File: config.mk
export PLATFORM = sky130hd
export DESIGN_NAME = framed_decimal_speed_parser_unit
export DESIGN_NICKNAME = d
export VERILOG_FILES = /design/src/fdsp_pkg.sv /design/src/framed_decimal_speed_parser_unit.sv
export SDC_FILE = /design/constraint.sdc
export NUM_CORES = 1
export LEC_CHECK = 0
export BUFFER_PORTS_ARGS = -buffer_cell sky130_fd_sc_hd__buf_2
export CAP_MARGIN = 20
export CORE_UTILIZATION = 55
export DETAILED_ROUTE_END_ITERATION = 8
export PLACE_DENSITY_LB_ADDON = 0.2
export SLEW_MARGIN = 10
export SYNTH_ARGS = -nofsm -noshare
export SYNTH_HDL_FRONTEND = slang
export SYNTH_SLANG_ARGS = --single-unit
File: constraint.sdc
create_clock -name clk_i -period 5.8 [get_ports clk_i]
set_clock_uncertainty 0.05 [all_clocks]
set_input_delay 0.29 -clock clk_i [delete_from_list [all_inputs] [get_ports clk_i]]
set_output_delay 0.29 -clock clk_i [all_outputs]
set_load 0.02 [all_outputs]
File: src/fdsp_pkg.sv
package fdsp_pkg;

  localparam int unsigned MaxChars = 5;
  localparam int unsigned CountW   = 3;
  localparam int unsigned MagW     = 17;
  localparam int unsigned ThrW     = 7;
  localparam int unsigned SpeedW   = 16;

  localparam logic [7:0] ChStart = 8'h40;
  localparam logic [7:0] ChEnd   = 8'h24;
  localparam logic [7:0] ChMinus = 8'h2D;
  localparam logic [7:0] ChZero  = 8'h30;
  localparam logic [7:0] ChNine  = 8'h39;

  localparam logic [MagW-1:0]  MagCap      = 17'd32768;
  localparam logic [MagW-1:0]  PosMax      = 17'd32767;
  localparam logic [7:0]       ThrReset    = 8'd20;

  typedef struct packed {
    logic              in_packet;
    logic [CountW-1:0] char_count;
    logic [MagW-1:0]   magnitude;
    logic              is_negative;
    logic              digit_seen;
    logic              number_ended;
  } parse_state_t;

endpackage

File: src/framed_decimal_speed_parser_unit.sv
// an input transfer is held in the input register, and its result then goes into the output register
// throughput: one byte per cycle while the output is not stalled, set by the state update between
//   the input register and the result register
// reset (rst_ni, asynchronous, active low): parser idle outside any packet,
//   both registers empty, speed threshold back to 20
module framed_decimal_speed_parser_unit (
  input  logic                                clk_i,
  input  logic                                rst_ni,
  input  logic                                in_valid_i,
  output logic                                in_stall_o,
  input  logic [7:0]                          rx_byte_i,
  output logic                                out_valid_o,
  input  logic                                out_stall_i,
  output logic signed [fdsp_pkg::SpeedW-1:0]  remote_speed_o,
  output logic                                above_threshold_o,
  input  logic                                cfg_valid_i,
  output logic                                cfg_ready_o,
  input  logic [fdsp_pkg::ThrW-1:0]           cfg_speed_threshold_i
);

  logic                        byte_valid_q;
  logic [7:0]                  byte_q;
  logic [fdsp_pkg::ThrW-1:0]   thr_q;
  fdsp_pkg::parse_state_t      st_q, st_d;
  logic                        out_valid_q, out_valid_d;
  logic [fdsp_pkg::SpeedW-1:0] speed_q, speed_d;
  logic                        above_q, above_d;
  logic                        advance;
  logic                        emit;
  logic [19:0]                 mag_next;
  logic [fdsp_pkg::MagW-1:0]   mag_out;
  logic [10:0]                 thr_x10;

  assign advance     = !out_valid_q || !out_stall_i;
  assign in_stall_o  = byte_valid_q && !advance;
  assign cfg_ready_o = 1'b1;

  assign out_valid_o       = out_valid_q;
  assign remote_speed_o    = speed_q;
  assign above_threshold_o = above_q;

  assign mag_next = {3'b000, st_q.magnitude} * 20'd10 + {12'd0, byte_q - fdsp_pkg::ChZero};
  assign thr_x10  = {1'b0, thr_q, 3'b000} + {3'b000, thr_q, 1'b0};

  always_comb begin
    st_d    = st_q;
    emit    = 1'b0;
    mag_out = st_q.magnitude;
    speed_d = st_q.magnitude[fdsp_pkg::SpeedW-1:0];
    if (st_q.is_negative) begin
      mag_out = st_q.magnitude;
      speed_d = 16'(~st_q.magnitude + 17'd1);
    end else if (st_q.magnitude > fdsp_pkg::PosMax) begin
      mag_out = fdsp_pkg::PosMax;
      speed_d = fdsp_pkg::PosMax[fdsp_pkg::SpeedW-1:0];
    end
    above_d = (mag_out > {6'd0, thr_x10});

    if (byte_valid_q) begin
      if (byte_q == fdsp_pkg::ChStart) begin
        st_d              = '0;
        st_d.in_packet    = 1'b1;
      end else if (st_q.in_packet) begin
        case (byte_q) inside
          fdsp_pkg::ChEnd: begin
            st_d.in_packet = 1'b0;
            emit = (st_q.char_count != '0) && st_q.digit_seen;
          end
          fdsp_pkg::ChMinus, [fdsp_pkg::ChZero:fdsp_pkg::ChNine]: begin
            if (st_q.char_count < fdsp_pkg::CountW'(fdsp_pkg::MaxChars)) begin
              st_d.char_count = st_q.char_count + 1'b1;
              if (st_q.number_ended) begin
                st_d.number_ended = 1'b1;
              end else if (byte_q == fdsp_pkg::ChMinus && st_q.char_count == '0) begin
                st_d.is_negative = 1'b1;
              end else if (byte_q != fdsp_pkg::ChMinus) begin
                st_d.digit_seen = 1'b1;
                st_d.magnitude  = (mag_next > {3'b000, fdsp_pkg::MagCap}) ?
                                  fdsp_pkg::MagCap : mag_next[fdsp_pkg::MagW-1:0];
              end else begin
                st_d.number_ended = 1'b1;
              end
            end else begin
              st_d.in_packet = 1'b0;
            end
          end
          default: begin
            st_d.in_packet = 1'b0;
          end
        endcase
      end
    end
  end

  always_comb begin
    out_valid_d = out_valid_q && out_stall_i;
    if (advance && emit) begin
      out_valid_d = 1'b1;
    end
  end

  always_ff @(posedge clk_i or negedge rst_ni) begin
    if (!rst_ni) begin
      byte_valid_q <= 1'b0;
      out_valid_q  <= 1'b0;
      st_q         <= '0;
      thr_q        <= fdsp_pkg::ThrReset[fdsp_pkg::ThrW-1:0];
    end else begin
      if (cfg_valid_i && cfg_ready_o) begin
        thr_q <= cfg_speed_threshold_i;
      end
      if (!in_stall_o) begin
        byte_valid_q <= in_valid_i;
      end
      if (advance) begin
        st_q <= st_d;
      end
      out_valid_q <= out_valid_d;
    end
  end

  always_ff @(posedge clk_i) begin
    if (!in_stall_o && in_valid_i) begin
      byte_q <= rx_byte_i;
    end
    if (advance && emit) begin
      speed_q <= speed_d;
      above_q <= above_d;
    end
  end

endmodule
==> results.ini <==
[outcome]
status=finished clean

[critical_path]
start_kind=flop
critPathKind=reg2reg
arrival_ns=4.91
worst_setup_path_end_kind=flop
crit_required_ns=5.99
critPathMaxFanout=12

[global_routing]
grt_max_degree=36
antenna_found_initial=0
grt-ovfl-total=0
grt_pass1_wl_mm=18.5
grt_pass1_vias=3947
gr-usage-all-layers=0.239

[clocking]
cts_tree=yes
cts_sinks=58
cts-root-buf=clkbuf_8
max-clock-path-buffers=2
clk_pin_slew_ns=0.08
clk_latency_ns=0.34
cts_buffers=9
htreeDepth=3
postCtsResizedCells=0

[flow_run]
drv_cap=0

[synthesis]
synth_area_leader_cell=dfrtp_1
synth_area_sq_mm=0.00500
netlist_instances=547
synth_edf_count=25
yosysSeqAreaShare=0.316
ys.flop_type=dfrtp_1
synth.top_cells.by_area=dfrtp_1, edfxtp_1, ha_1
synth-warning-count=0
ys_ff_latch=58
synth_async_sr_flop_share=0.569
netlist.area_leader.share=0.155
syn-mean-instance-area_sq_um=9.15
ys_types=66
synth_nets=629

[sta]
whs_ns=0.0676
fin_setup_tns_ns=0
rsz0062_at_grt=false
slew_headroom=0.319
timing.final.crit_share=0.814
fin_crit_ns=4.72
fmax_mhz=212
finalHoldViolations=0
setup_viol=0
maxSlewViolCount=0
max_slew.worst_pin.slew_ns=1.02

[detailed_routing]
postRouteWirelength_mm=11.0
drtIter0Drc=182
top_layer_used=met4
postRouteAntennaNets=0
wl_met3_um=435
num_vias=4185
vias_per_cell=6.03
dr_wl_met2_mm=5.19
drc=0
wl_met1_mm=5.26
routedWlPerCell_um=15.9
dr.pass1.iters=5

[floorplanning]
die_w_um=97.4
io_pins=40
start_util=0.571
core_area_sq_mm=0.00876
floorplan.die_area_sq_mm=0.00948
row_count=34
fp.dieH_um=97.4

[worst_hold_path]
hp-class=in2reg

[placed_design]
routabilityCongestion=0.873
port-buffer-count=38
dp_hpwl_mm=8.32
dp_cells=677

[pwr]
irDropWorstVdd_mv=0.102
p_per_area_mw_per_mm2=178
p_leak_nw=2.58
finalPower_uw=979

[final_layout]
nets=663
final_cells=694
diodes=0
syn2layout_area_growth_pct=9.63
post-route-util=0.626
drive_above_1_share=0.169

[stage by stage]
| stage | setup WS (ns) | instance area [sq um] |
|---|---|---|
| final | 1.08 | 5490 |
| after global routing | 0.773 | 5490 |
| after CTS | 1.10 | 5490 |
| after detailed placement | 1.14 | 5250 |
| after global placement | 1.27 | 5250 |
| after floorplan | 1.61 | 5000 |
[registers in the layout (all words and copies together), names as in the netlist]
name               cells
byte_q                 8
out_valid_o            1
byte_valid_q           1
above_threshold_o      1
st_q                  24
remote_speed_o        16
thr_q                  7
[cells in the mapped netlist (6+ instances only)]
cell / number
or3_1: 10
xnor2_1: 17
nand4_1: 8
nand2_1: 48
clkbuf_1: 9
nor2_1: 36
xor2_1: 14
o21a_1: 7
o31ai_1: 8
nand3_1: 14
nor3_1: 12
a21o_1: 10
a31oi_1: 16
and2_1: 7
inv_1: 28
nor2b_1: 6
o31ai_2: 9
edfxtp_1: 25
o21ai_0: 25
a21oi_1: 45
mux2_2: 6
or2_2: 12
ha_1: 59
dfrtp_1: 31
nand2b_1: 6
[layer usage]
metal,global-route usage,up-vias
met5,0,-
met4,0.0679,0
met3,0.0331,12
met2,0.398,95
met1,0.325,1985
li1,-,2093
[critical path: stages (launching register included)]
cell	delay, ns
dfrtp_1	0.52
ha_1	0.35
ha_1	0.20
inv_1	0.07
fa_1	0.48
inv_1	0.05
ha_1	0.34
a21oi_1	0.28
nand2_1	0.08
a31oi_1	0.22
o21ai_0	0.22
nor4b_2	0.24
a211o_2	0.37
a211o_1	0.32
a211o_1	0.53
o31ai_2	0.31
[cell usage in the layout, fill, tap and decap left out, drive strengths merged, types with 3 or more instances in the layout]
cell    instances
dfrtp          31
and4b           3
o22ai           3
o22a            4
o21a            7
o21ai          28
ha             59
nand4           9
edfxtp         25
or2            12
inv            30
nor3           12
clkbuf         12
mux2            6
and3            5
nand2          48
xor2           15
nand3          14
nand4b          3
nor2           37
a21o           10
o31ai          18
a211o           4
a31oi          16
nand2b          6
nor4            6
nor4b           4
and2            8
fa              3
nor2b           6
a21oi          46
buf            40
xnor2          17
or3            10
a211oi          6
[final cells by class]
cell class / instances / area, sq um
fillers: 769 / 3280
multi-input cells: 443 / 3230
flip-flops and latches: 58 / 1580
repair buffers: 41 / 215
clock buffers: 12 / 199
well taps: 108 / 135
inverters: 28 / 105
clock inverters: 4 / 25.0
[power by group]
group          switching, mW  internal [mW]  total [mW]
Combinational         0.0617         0.0509       0.113
Clock                  0.183          0.234       0.416
Sequential            0.0122          0.437       0.450
Total                  0.257          0.722       0.979
[cells by family after synthesis]
family / after synthesis / synth area share
AOI/OAI and AO/OA: 154 / 0.213
xor gates and xnor gates: 32 / 0.0575
adders and majority gates: 62 / 0.160
buffers and inverters: 46 / 0.0408
DFF: 58 / 0.316
muxes: 6 / 0.0135
other: 1 / 0.000749
and+or+nand+nor: 188 / 0.199
[repair_timing]
item / in CTS / in global routing
endpoints found under the hold margin: 31 / 0
hold buffers: 1 / 0
buffers inserted: 0 / 0
[path summary, 6_finish.rpt]
kind / from / to / slack [ns] / cells after the start
worst max register to register: st_q[4] / st_q[12] / 1.08 / 15
worst max-delay path: st_q[4] / st_q[12] / 1.08 / 15
worst min register to register: st_q[1] / st_q[1] / 0.46 / 2
worst min-delay path: rx_byte_i[7] / byte_q[7] / 0.07 / 1
min in group asynchronous: rst_ni / thr_q[3] / 0.49 / 2
max in group asynchronous: rst_ni / st_q[12] / 4.72 / 2
Power figures use the tool's default switching activity.
